--- config.mk ---
export PLATFORM = sky130hd
export DESIGN_NAME = sha256_stream_hash_flat
export DESIGN_NICKNAME = d
export VERILOG_FILES = /design/src/design/sha256_pkg.sv /design/src/design/sha256_msg_if.sv /design/src/design/sha256_dig_if.sv /design/src/design/sha256_stream_hash.sv /design/src/flat_wrapper.sv
export SDC_FILE = /design/constraint.sdc
export NUM_CORES = 2
export LEC_CHECK = 0
export BUFFER_PORTS_ARGS = -buffer_cell sky130_fd_sc_hd__buf_2
export CORE_MARGIN = 2
export CORE_UTILIZATION = 40
export CTS_CLUSTER_DIAMETER = 50
export CTS_CLUSTER_SIZE = 30
export DETAILED_ROUTE_END_ITERATION = 12
export REMOVE_ABC_BUFFERS = 1
export SYNTH_ARGS = -nofsm -noshare
export SYNTH_HDL_FRONTEND = slang
export SYNTH_SLANG_ARGS = --single-unit
--- constraint.sdc ---
create_clock -name clk -period 34.2 [get_ports clk]
set_input_delay 6.84 -clock clk [delete_from_list [all_inputs] [get_ports clk]]
set_output_delay 6.84 -clock clk [all_outputs]
set_load 0.02 [all_outputs]
--- src/design/sha256_pkg.sv ---
// sha256_pkg: SHA-256 constants and round functions.
// Used by sha256_stream_hash; no dependencies.
`timescale 1ns / 1ps
package sha256_pkg;

	localparam int BLOCK_BYTES = 64;
	localparam int LEN_OFFSET  = 56;
	localparam logic [7:0] PAD_MARK = 8'h80;

	localparam logic [31:0] HASH_INIT [8] = '{
		32'h6a09e667, 32'hbb67ae85, 32'h3c6ef372, 32'ha54ff53a,
		32'h510e527f, 32'h9b05688c, 32'h1f83d9ab, 32'h5be0cd19
	};

	localparam logic [31:0] ROUND_K [64] = '{
		32'h428a2f98, 32'h71374491, 32'hb5c0fbcf, 32'he9b5dba5,
		32'h3956c25b, 32'h59f111f1, 32'h923f82a4, 32'hab1c5ed5,
		32'hd807aa98, 32'h12835b01, 32'h243185be, 32'h550c7dc3,
		32'h72be5d74, 32'h80deb1fe, 32'h9bdc06a7, 32'hc19bf174,
		32'he49b69c1, 32'hefbe4786, 32'h0fc19dc6, 32'h240ca1cc,
		32'h2de92c6f, 32'h4a7484aa, 32'h5cb0a9dc, 32'h76f988da,
		32'h983e5152, 32'ha831c66d, 32'hb00327c8, 32'hbf597fc7,
		32'hc6e00bf3, 32'hd5a79147, 32'h06ca6351, 32'h14292967,
		32'h27b70a85, 32'h2e1b2138, 32'h4d2c6dfc, 32'h53380d13,
		32'h650a7354, 32'h766a0abb, 32'h81c2c92e, 32'h92722c85,
		32'ha2bfe8a1, 32'ha81a664b, 32'hc24b8b70, 32'hc76c51a3,
		32'hd192e819, 32'hd6990624, 32'hf40e3585, 32'h106aa070,
		32'h19a4c116, 32'h1e376c08, 32'h2748774c, 32'h34b0bcb5,
		32'h391c0cb3, 32'h4ed8aa4a, 32'h5b9cca4f, 32'h682e6ff3,
		32'h748f82ee, 32'h78a5636f, 32'h84c87814, 32'h8cc70208,
		32'h90befffa, 32'ha4506ceb, 32'hbef9a3f7, 32'hc67178f2
	};

	function automatic logic [31:0] big_sigma0(input logic [31:0] x);
		return {x[1:0], x[31:2]} ^ {x[12:0], x[31:13]} ^ {x[21:0], x[31:22]};
	endfunction

	function automatic logic [31:0] big_sigma1(input logic [31:0] x);
		return {x[5:0], x[31:6]} ^ {x[10:0], x[31:11]} ^ {x[24:0], x[31:25]};
	endfunction

	function automatic logic [31:0] small_sigma0(input logic [31:0] x);
		return {x[6:0], x[31:7]} ^ {x[17:0], x[31:18]} ^ {3'b000, x[31:3]};
	endfunction

	function automatic logic [31:0] small_sigma1(input logic [31:0] x);
		return {x[16:0], x[31:17]} ^ {x[18:0], x[31:19]} ^ {10'b0, x[31:10]};
	endfunction

	function automatic logic [31:0] choose(input logic [31:0] e, input logic [31:0] f,
			input logic [31:0] g);
		return (e & f) ^ (~e & g);
	endfunction

	function automatic logic [31:0] majority(input logic [31:0] a, input logic [31:0] b,
			input logic [31:0] c);
		return (a & b) ^ (a & c) ^ (b & c);
	endfunction

endpackage

--- src/design/sha256_msg_if.sv ---
// sha256_msg_if: message byte channel, valid/ready handshake.
// No dependencies.
`timescale 1ns / 1ps
interface sha256_msg_if;
	logic       valid;
	logic       ready;
	logic [7:0] data_byte;
	logic       byte_present;
	logic       end_of_message;

	modport source (output valid, output data_byte, output byte_present,
		output end_of_message, input ready);
	modport sink (input valid, input data_byte, input byte_present,
		input end_of_message, output ready);
endinterface

--- src/design/sha256_dig_if.sv ---
// sha256_dig_if: digest word channel, valid/ready handshake.
// No dependencies.
`timescale 1ns / 1ps
interface sha256_dig_if;
	logic        valid;
	logic        ready;
	logic [31:0] digest_word;
	logic [2:0]  word_index;
	logic        last_word;

	modport source (output valid, output digest_word, output word_index,
		output last_word, input ready);
	modport sink (input valid, input digest_word, input word_index,
		input last_word, output ready);
endinterface

--- src/design/sha256_stream_hash.sv ---
// sha256_stream_hash: streaming SHA-256, at most one message byte per request.
// Depends on sha256_pkg, sha256_msg_if, sha256_dig_if.
//
//   channel  dir  payload                                   requests
//   msg      in   data_byte, byte_present, end_of_message   one byte (or none) each
//   digest   out  digest_word, word_index, last_word        eight per finished message
//
// A byte that does not complete a 64-byte block is simply stored. A byte that
// completes a block is stored, then the 64 rounds run on the single round unit
// (one round per cycle), then the result is folded into the chaining words; no
// new byte is taken until that is done.
// Finishing feeds the pad byte, zeros and the bit length one byte per cycle
// through the same block register: with n <= 55 bytes buffered, the pad byte
// and zeros up to byte 56, a switch to the length, the 8 length bytes, then
// compression. With 56..63 buffered, the pad byte and zeros fill the block and
// it is compressed first, then a second block of zeros and the length follows.
// Eight digest requests follow.
// msg.ready is low throughout; the digest channel may stall freely.
// arst_n restores the initial chaining words and clears all counts.
`timescale 1ns / 1ps
module sha256_stream_hash (
	input  logic          clk,
	input  logic          arst_n,
	sha256_msg_if.sink    msg,
	sha256_dig_if.source  digest
);
	import sha256_pkg::*;

	typedef enum logic [5:0] {
		S_IDLE  = 6'b000001,
		S_ROUND = 6'b000010,
		S_ADD   = 6'b000100,
		S_PAD   = 6'b001000,
		S_LEN   = 6'b010000,
		S_EMIT  = 6'b100000
	} state_t;

	state_t        state_q;
	logic [6:0]    fill_q;        // bytes held in the block register, 0..64
	logic [63:0]   byte_count_q;  // message bytes; shifted as bit length in S_LEN
	logic          finish_q;      // current message is being finished
	logic          mark_q;        // 0x80 already appended
	logic          last_q;        // block being compressed is the final one
	logic [5:0]    round_q;
	logic [2:0]    widx_q;
	logic [31:0]   hash_q [8];
	logic [31:0]   v_q [8];       // working variables a..h
	logic [511:0]  win_q;         // block bytes, later the 16-word schedule window

	logic          msg_fire;
	logic          dig_fire;
	logic          push_en;
	logic [7:0]    push_byte;
	logic          block_full;
	logic [31:0]   w_t;
	logic [31:0]   w_new;
	logic [31:0]   t1;
	logic [31:0]   t2;

	assign msg.ready = (state_q == S_IDLE);
	assign msg_fire  = msg.valid & msg.ready;

	assign digest.valid       = (state_q == S_EMIT);
	assign digest.digest_word = hash_q[widx_q];
	assign digest.word_index  = widx_q;
	assign digest.last_word   = (widx_q == 3'd7);
	assign dig_fire           = digest.valid & digest.ready;

	// One byte a cycle enters the block register while push_en is high: message
	// bytes from the channel, or padding and length bytes while finishing.
	always_comb begin
		push_en   = 1'b0;
		push_byte = msg.data_byte;
		case (state_q)
			S_IDLE: begin
				push_en = msg_fire & msg.byte_present;
			end
			S_PAD: begin
				push_en   = !(mark_q && (fill_q == 7'(LEN_OFFSET)));
				push_byte = mark_q ? 8'h00 : PAD_MARK;
			end
			S_LEN: begin
				push_en   = 1'b1;
				push_byte = byte_count_q[60:53];  // top byte of count * 8
			end
			default: begin
				push_en = 1'b0;
			end
		endcase
	end

	assign block_full = push_en && (fill_q == 7'(BLOCK_BYTES - 1));

	// Round unit: schedule word and the two round sums.
	assign w_t   = win_q[511:480];
	assign w_new = w_t + small_sigma0(win_q[479:448]) + win_q[223:192]
		+ small_sigma1(win_q[63:32]);
	assign t1    = v_q[7] + big_sigma1(v_q[4]) + choose(v_q[4], v_q[5], v_q[6])
		+ ROUND_K[round_q] + w_t;
	assign t2    = big_sigma0(v_q[0]) + majority(v_q[0], v_q[1], v_q[2]);

	// Control and chaining words
	always_ff @(posedge clk or negedge arst_n) begin
		if (!arst_n) begin
			state_q      <= S_IDLE;
			fill_q       <= '0;
			byte_count_q <= '0;
			finish_q     <= 1'b0;
			mark_q       <= 1'b0;
			last_q       <= 1'b0;
			round_q      <= '0;
			widx_q       <= '0;
			hash_q       <= HASH_INIT;
		end else begin
			if (push_en) begin
				fill_q <= fill_q + 7'd1;
			end
			case (state_q)
				S_IDLE: begin
					if (msg_fire) begin
						if (msg.byte_present) begin
							byte_count_q <= byte_count_q + 64'd1;
						end
						if (block_full) begin
							finish_q <= msg.end_of_message;
							state_q  <= S_ROUND;
						end else if (msg.end_of_message) begin
							finish_q <= 1'b1;
							state_q  <= S_PAD;
						end
					end
				end
				S_ROUND: begin
					round_q <= round_q + 6'd1;
					if (round_q == 6'd63) begin
						state_q <= S_ADD;
					end
				end
				S_ADD: begin
					for (int i = 0; i < 8; i++) begin
						hash_q[i] <= hash_q[i] + v_q[i];
					end
					fill_q <= '0;
					if (last_q) begin
						state_q <= S_EMIT;
					end else if (finish_q) begin
						state_q <= S_PAD;
					end else begin
						state_q <= S_IDLE;
					end
				end
				S_PAD: begin
					if (!mark_q) begin
						mark_q <= 1'b1;
					end
					if (block_full) begin
						state_q <= S_ROUND;
					end else if (mark_q && (fill_q == 7'(LEN_OFFSET))) begin
						state_q <= S_LEN;
					end
				end
				S_LEN: begin
					byte_count_q <= {byte_count_q[55:0], 8'h00};
					if (block_full) begin
						last_q  <= 1'b1;
						state_q <= S_ROUND;
					end
				end
				S_EMIT: begin
					if (dig_fire) begin
						widx_q <= widx_q + 3'd1;
						if (widx_q == 3'd7) begin
							hash_q       <= HASH_INIT;
							fill_q       <= '0;
							byte_count_q <= '0;
							finish_q     <= 1'b0;
							mark_q       <= 1'b0;
							last_q       <= 1'b0;
							state_q      <= S_IDLE;
						end
					end
				end
				default: begin
					state_q <= S_IDLE;
				end
			endcase
		end
	end

	// Block register and working variables
	always_ff @(posedge clk) begin
		if (push_en) begin
			win_q <= {win_q[503:0], push_byte};
		end else if (state_q == S_ROUND) begin
			win_q <= {win_q[479:0], w_new};
		end
		if (block_full) begin
			v_q <= hash_q;
		end else if (state_q == S_ROUND) begin
			v_q[7] <= v_q[6];
			v_q[6] <= v_q[5];
			v_q[5] <= v_q[4];
			v_q[4] <= v_q[3] + t1;
			v_q[3] <= v_q[2];
			v_q[2] <= v_q[1];
			v_q[1] <= v_q[0];
			v_q[0] <= t1 + t2;
		end
	end

endmodule

--- src/flat_wrapper.sv ---
// flat-port wrapper written by rule: the top's interface ports become plain ports
module sha256_stream_hash_flat import sha256_pkg::*;
  (clk, arst_n, msg_valid, msg_data_byte, msg_byte_present, msg_end_of_message, msg_ready, digest_valid, digest_digest_word, digest_word_index, digest_last_word, digest_ready);
  sha256_msg_if msg_i ();
  sha256_dig_if digest_i ();
  input  logic clk;
  input  logic arst_n;
  input wire logic [$bits(msg_i.valid)-1:0] msg_valid;
  input wire logic [$bits(msg_i.data_byte)-1:0] msg_data_byte;
  input wire logic [$bits(msg_i.byte_present)-1:0] msg_byte_present;
  input wire logic [$bits(msg_i.end_of_message)-1:0] msg_end_of_message;
  output wire logic [$bits(msg_i.ready)-1:0] msg_ready;
  output wire logic [$bits(digest_i.valid)-1:0] digest_valid;
  output wire logic [$bits(digest_i.digest_word)-1:0] digest_digest_word;
  output wire logic [$bits(digest_i.word_index)-1:0] digest_word_index;
  output wire logic [$bits(digest_i.last_word)-1:0] digest_last_word;
  input wire logic [$bits(digest_i.ready)-1:0] digest_ready;
  assign msg_i.valid = msg_valid;
  assign msg_i.data_byte = msg_data_byte;
  assign msg_i.byte_present = msg_byte_present;
  assign msg_i.end_of_message = msg_end_of_message;
  assign msg_ready = msg_i.ready;
  assign digest_valid = digest_i.valid;
  assign digest_digest_word = digest_i.digest_word;
  assign digest_word_index = digest_i.word_index;
  assign digest_last_word = digest_i.last_word;
  assign digest_i.ready = digest_ready;
  sha256_stream_hash u_core (.clk(clk), .arst_n(arst_n), .msg(msg_i), .digest(digest_i));
endmodule
### Word level (Yosys, flattened, before mapping)

Memories as Yosys holds them, arrays and structs flattened.
Cells that the tools add are included.

| operators by class | value |
|---|---|
| equality and inequality tests | 18 |
| multiply operators | 0 |
| $add $sub $neg | 22 |
| bitwise operators | 22 |
| div/mod/pow operators | 0 |
| $lt $le $gt $ge | 2 |
| mux-type cells | 45 |
| shift operators | 0 |
| reduce and logical (&&, ||, !) cells | 17 |

Operators with widths:

| operator | number |
|---|---|
| $mux 256 | 4 |
| $mux 512 | 2 |
| $add 32x32->32 | 18 |
| $pmux 256 s2 | 1 |
| $xor 32x32->32 | 9 |
| $mux 64 | 4 |
| $pmux 64 s3 | 1 |
| $and 32x32->32 | 5 |
| $mux 32 | 4 |
| $bmux 32 s3 | 1 |
| $add 64x1->64 const B | 1 |
| $mux 6 | 10 |
| $pmux 6 s6 | 1 |
| $not 32->32 | 1 |
| $xor 32x22->32 | 1 |
| $xor 32x29->32 | 1 |
| $mux 7 | 3 |
| $pmux 8 s2 | 1 |
| $eq 7x6->1 const B | 2 |
| $pmux 7 s2 | 1 |
| $eq 6x6->1 const B | 2 |
| $reduce_bool 2->1 | 6 |
| $reduce_and 5->1 | 2 |
| $mux 8 | 1 |
| other kinds (29) | 44 |

| word-level totals | value |
|---|---|
| memories | 1 |
| input bits | 14 |
| flip-flop bits (word level) | 1113 |
| latch bits | 0 |
| output and inout port bits | 38 |
| ROM bits | 2048 |
| word-level logic and storage cells | 152 |
| bits in writable memories | 0 |

Memory list:

| memory | words | width | read ports | clocked after memory_dff | write ports | RTL line | text |
|---|---|---|---|---|---|---|---|
| (name not given) | 64 | 32 | 1 | 0 | 0 | sha256_stream_hash.sv:99 | `+ ROUND_K[round_q] + w_t;` |

### Longest topological paths before layout

| depth | value |
|---|---|
| depth after elaboration | 9 |
| gate-level depth with buffers | 38 |
| depth with buffers taken out | 38 |

### Least setup slack after synthesis

Ideal clock, no wire load.

| timing | value |
|---|---|
| kind | input to register |
| start point | input port msg_valid |
| end point | register u_core.win_q[0] (enable) |
| required time | 30.566 ns |
| path buffers | 3 |
| slack | 14.488 ns |
| library setup time | 3.634 ns |
| cell stages on the path | 6 |
| arrival | 16.079 ns |
| cell sequence | nand3_1 and2_1 buf_2 clkbuf_1 clkbuf_1 nand2_1 |

| on the way | value |
|---|---|
| cells in the longest elaborated chain, start to end | 4 |

Ends and longest elaborated chain:

| element | RTL line | text |
|---|---|---|
| from (decl) | flat_wrapper.sv:8 | `input wire logic [$bits(msg_i.valid)-1:0] msg_valid;` |
| $and 1x1->1 | sha256_stream_hash.sv:61 | `assign msg_fire = msg.valid & msg.ready;` |
| $and 1x1->1 | sha256_stream_hash.sv:76 | `push_en = msg_fire & msg.byte_present;` |
| $pmux 1 s3 | sha256_stream_hash.sv:74 | `case (state_q)` |
| $reduce_bool 2->1 (no line) | -- |  |
| to (signal assigned) | sha256_stream_hash.sv:193 | `win_q <= {win_q[503:0], push_byte};` |
| to (signal assigned) | sha256_stream_hash.sv:195 | `win_q <= {win_q[479:0], w_new};` |
| to (decl) | sha256_stream_hash.sv:48 | `logic [511:0] win_q;` |

No other way between the ends.
A chain may end at the register's enable or synchronous reset.

### Worst setup path after layout

| timing | value |
|---|---|
| start point | register u_core.round_q[3] |
| end point | register u_core.v_q[254] (netlist bit), data pin |

| on the way | value |
|---|---|
| cells in the longest elaborated chain, start to end | 9 |

Ends and longest elaborated chain:

| element | RTL line | text |
|---|---|---|
| from (decl) | sha256_stream_hash.sv:44 | `logic [5:0] round_q;` |
| from (signal assigned) | sha256_stream_hash.sv:134 | `round_q <= round_q + 6'd1;` |
| $not 6->7 (implied by the code) | sha256_stream_hash.sv:99 |  |
| $mem_v2 64x32 | -- |  |
| $mux 32 (implied by the code) (2 in a row) | sha256_stream_hash.sv:99 |  |
| $add 32x32->32 (2 in a row) | sha256_stream_hash.sv:99 |  |
| $add 32x32->32 | sha256_stream_hash.sv:207 | `v_q[0] <= t1 + t2;` |
| $mux 256 | sha256_stream_hash.sv:199 | `end else if (state_q == S_ROUND) begin` |
| $mux 256 | sha256_stream_hash.sv:197 | `if (block_full) begin` |
| to (signal assigned) | sha256_stream_hash.sv:198 | `v_q <= hash_q;` |
| to (decl) | sha256_stream_hash.sv:47 | `logic [31:0] v_q [8];` |

No other way between the ends. The select of a mux whose other input is x is not followed.

==> summary.md <==
| Metric | Value |
|---|---|
| Port bufs | `51` |
| Core outline area | `0.188 mm^2` |
| WP data required | `34.73 ns` |
| DRT Pass-1 Iters | `7` |
| CP dominant cell by count | `fa_1` |
| CP bufs+invs | `5` |
| Synthesis-stage register bit count | `1110` |
| Hold Fails Final Rpt | `0` |
| CP Capture Type | `register` |
| H-tree levels | `4` |
| Share of layout cells above drive strength 1 | `8.54%` |
| Die span in x | `440 um` |
| Site Rows | `159` |
| Net count, final | `8766` |
| Bufs on Longest Clock Path | `3` |
| TritonCTS Sinks | `1110` |
| Syn Std Cell Area | `0.0759 mm^2` |
| Status | `completed` |
| Post-Route WL | `241000 um` |
| Largest net degree at the start of global routing | `212` |
| Post-synth ARST share | `30.8%` |
| Final Setup Violations | `0` |
| Avg Inst Size Synth | `9.09 um^2` |
| Worst clock skew | `0.0474 ns` |
| Final worst path period need | `10.59 ns` |
| Most frequent cells in the layout | `nand2_1, edfxtp_1, a21oi_1` |
| Final core utilization | `44.3%` |
| Post-cts resize count | `0` |
| Post-synth EDFFs | `768` |
| Hold-fix buffer count after cts | `0` |
| Filler cells | `18200` |
| TritonCTS clock tree | `yes` |
| Antenna Nets Post-Route | `0` |
| Crit-path slowest cell | `o41ai_1` |
| Starting DRT DRC Count | `6623` |
| Worst EP arrival | `11.11 ns` |
| Yosys synthesis warning count | `0` |
| RSZ-0062 raised after global routing | `false` |
| Worst skew pair latency | `0.84 ns` |
| GPL Wtd Cong | `0.970` |
| F_max | `94.5 MHz` |
| Critical path peak fanout | `68` |
| Diodes inserted | `0` |
| Via Count | `60800` |
| Max-cap violations | `0` |
| Critical Path Start Type | `register` |
| Die Y | `440 um` |
| Drt wl/cell | `22.4 um` |
| Clock root cell | `clkbuf_16` |
| Vias in the first global route | `57500` |
| Die footprint | `0.193 mm^2` |
| Post-synthesis sequential area ratio | `41.9%` |
| Pins Over Slew Limit | `0` |
| First-pass GRT wire length | `365000 um` |
| Vias per cell | `5.64` |
| GRT Total Usage | `24.6%` |
| Family with the most delay on the worst path | `compound AO/OA/AOI/OAI gates` |
| Initial antenna violation count | `3` |
| Remaining Overflow, GRT | `0` |
| Slew margin rel. | `17.0%` |
| CTS Buf Count | `151` |
| Hpwl dp | `173000 um` |
| Leading cell type in the layout, fill and taps excluded | `nand2_1` |
| Layout area overhead | `9.97%` |
| Mapped Cells | `8348` |
| Initial core utilization | `40.3%` |
| Critical path class | `reg -> reg` |
| Actual slew at the worst max-slew pin | `1.24 ns` |
| # DRC | `0` |
| Worst Hold Class | `reg -> reg` |
| Distinct cells, synth | `94` |
| Post-synth top flop | `edfxtp_1` |
| CP max stage delay | `0.75 ns` |
| I/O Pins | `52` |
| Clock Pin Slew Worst Setup and Hold Paths | `0.06 ns` |
| Tcrit/Tclk final | `31.0%` |
| Post-CTS Setup Inserts | `0` |
-- path summary, 6_finish.rpt --
path | startpoint | endpoint | slack [ns] | cells after the start
setup / recovery | u_core.round_q[3]$_DFFE_PN0P_ | u_core.v_q[254]$_DFFE_PP_ | 23.62 | 34
hold reg to reg | u_core.hash_q[159]$_DFFE_PN1P_ | u_core.hash_q[159]$_DFFE_PN1P_ | 0.49 | 2
max in group asynchronous | arst_n | u_core.byte_count_q[51]$_DFFE_PN0P_ | 25.60 | 4
setup reg to reg | u_core.round_q[3]$_DFFE_PN0P_ | u_core.v_q[254]$_DFFE_PP_ | 23.62 | 34
min in group asynchronous | arst_n | u_core.hash_q[250]$_DFFE_PN0P_ | 6.04 | 1
hold / removal | u_core.hash_q[159]$_DFFE_PN1P_ | u_core.hash_q[159]$_DFFE_PN1P_ | 0.49 | 2
-- cells in the mapped netlist (all sizes together) (153+ instances only) --
library cell,instances,area (um^2)
a21o,174,1310
a21oi,542,2730
clkbuf,387,1450
dfrtp,205,5130
edfxtp,768,23100
fa,195,3900
ha,398,4980
inv,317,1190
nand2,2450,9200
nand3,153,766
nor2,358,1340
o21ai,507,2540
xnor2,377,3300
xor2,216,1890
-- worst register-to-register path, delay by kind of cell, from the launching register on --
family	cells	cell delay, ns
compound gates	11	3.83
xor+xnor	2	0.40
fa+ha+maj	6	2.47
buf+inv	5	1.52
flops	1	0.53
simple gates	10	1.58
-- through the flow --
step / TNS, ns / std cells / cell area [um^2] / worst slack (ns) / hold slack [ns]
5_1_grt: 0 / 10800 / 83400 / 23.07 / 0.514
3_3_place_gp: 0 / 10500 / 78200 / 23.41 / 0.471
4_1_cts: 0 / 10800 / 83400 / 23.84 / 0.486
6_report: 0 / 10800 / 83400 / 23.62 / 0.494
2_1_floorplan: -3736.49 / 7875 / 74000 / -7.30 / 0.452
3_5_place_dp: 0 / 10500 / 78200 / 23.39 / 0.478
-- state kept, by name, summed over array words and instances (netlist names) --
name,count
u_core.win_q,512
u_core.byte_count_q,61
u_core.v_q,256
u_core.round_q,6
u_core.state_q,6
u_core.hash_q,256
u_core.last_q,1
u_core.fill_q,7
u_core.finish_q,1
u_core.digest.word_index,3
u_core.mark_q,1
-- kinds of logic after synthesis --
kind of cell | after synthesis | share of synthesized area (%)
AO/OA/AOI/OAI | 1681 | 13.5
multiplexers | 145 | 3.17
flip-flops | 1110 | 41.9
adder cells (fa/ha/maj) | 617 | 12.0
buffers and inverters | 792 | 4.02
AND/OR/NAND/NOR | 3410 | 18.5
XOR/XNOR | 593 | 6.84
-- cell type report --
class                           count  area (um^2)  share of cell area (%)
Clock buffer                      174         3990                    4.78
Clock inverter                    107         1230                    1.48
Inverter                          319         1200                    1.44
Multi-Input combinational cell   6446        41100                    49.3
Sequential cell                  1110        31800                    38.1
Tap cell                         2495         3120                    3.74
Timing Repair Buffer              131          953                    1.14
-- layer usage --
layer / GRT usage (%) / wire length, um / vias up
li1: - / - / 28400
met4: 6.99 / 6630 / 2
met5: 0 / 13 / -
met1: 36.4 / 112000 / 30000
met2: 36.3 / 104000 / 2049
met3: 4.89 / 18700 / 354
Power is left out: the tool's default activity adds up to more than one toggle a clock period on the data nets, which glitch-free logic cannot reach.
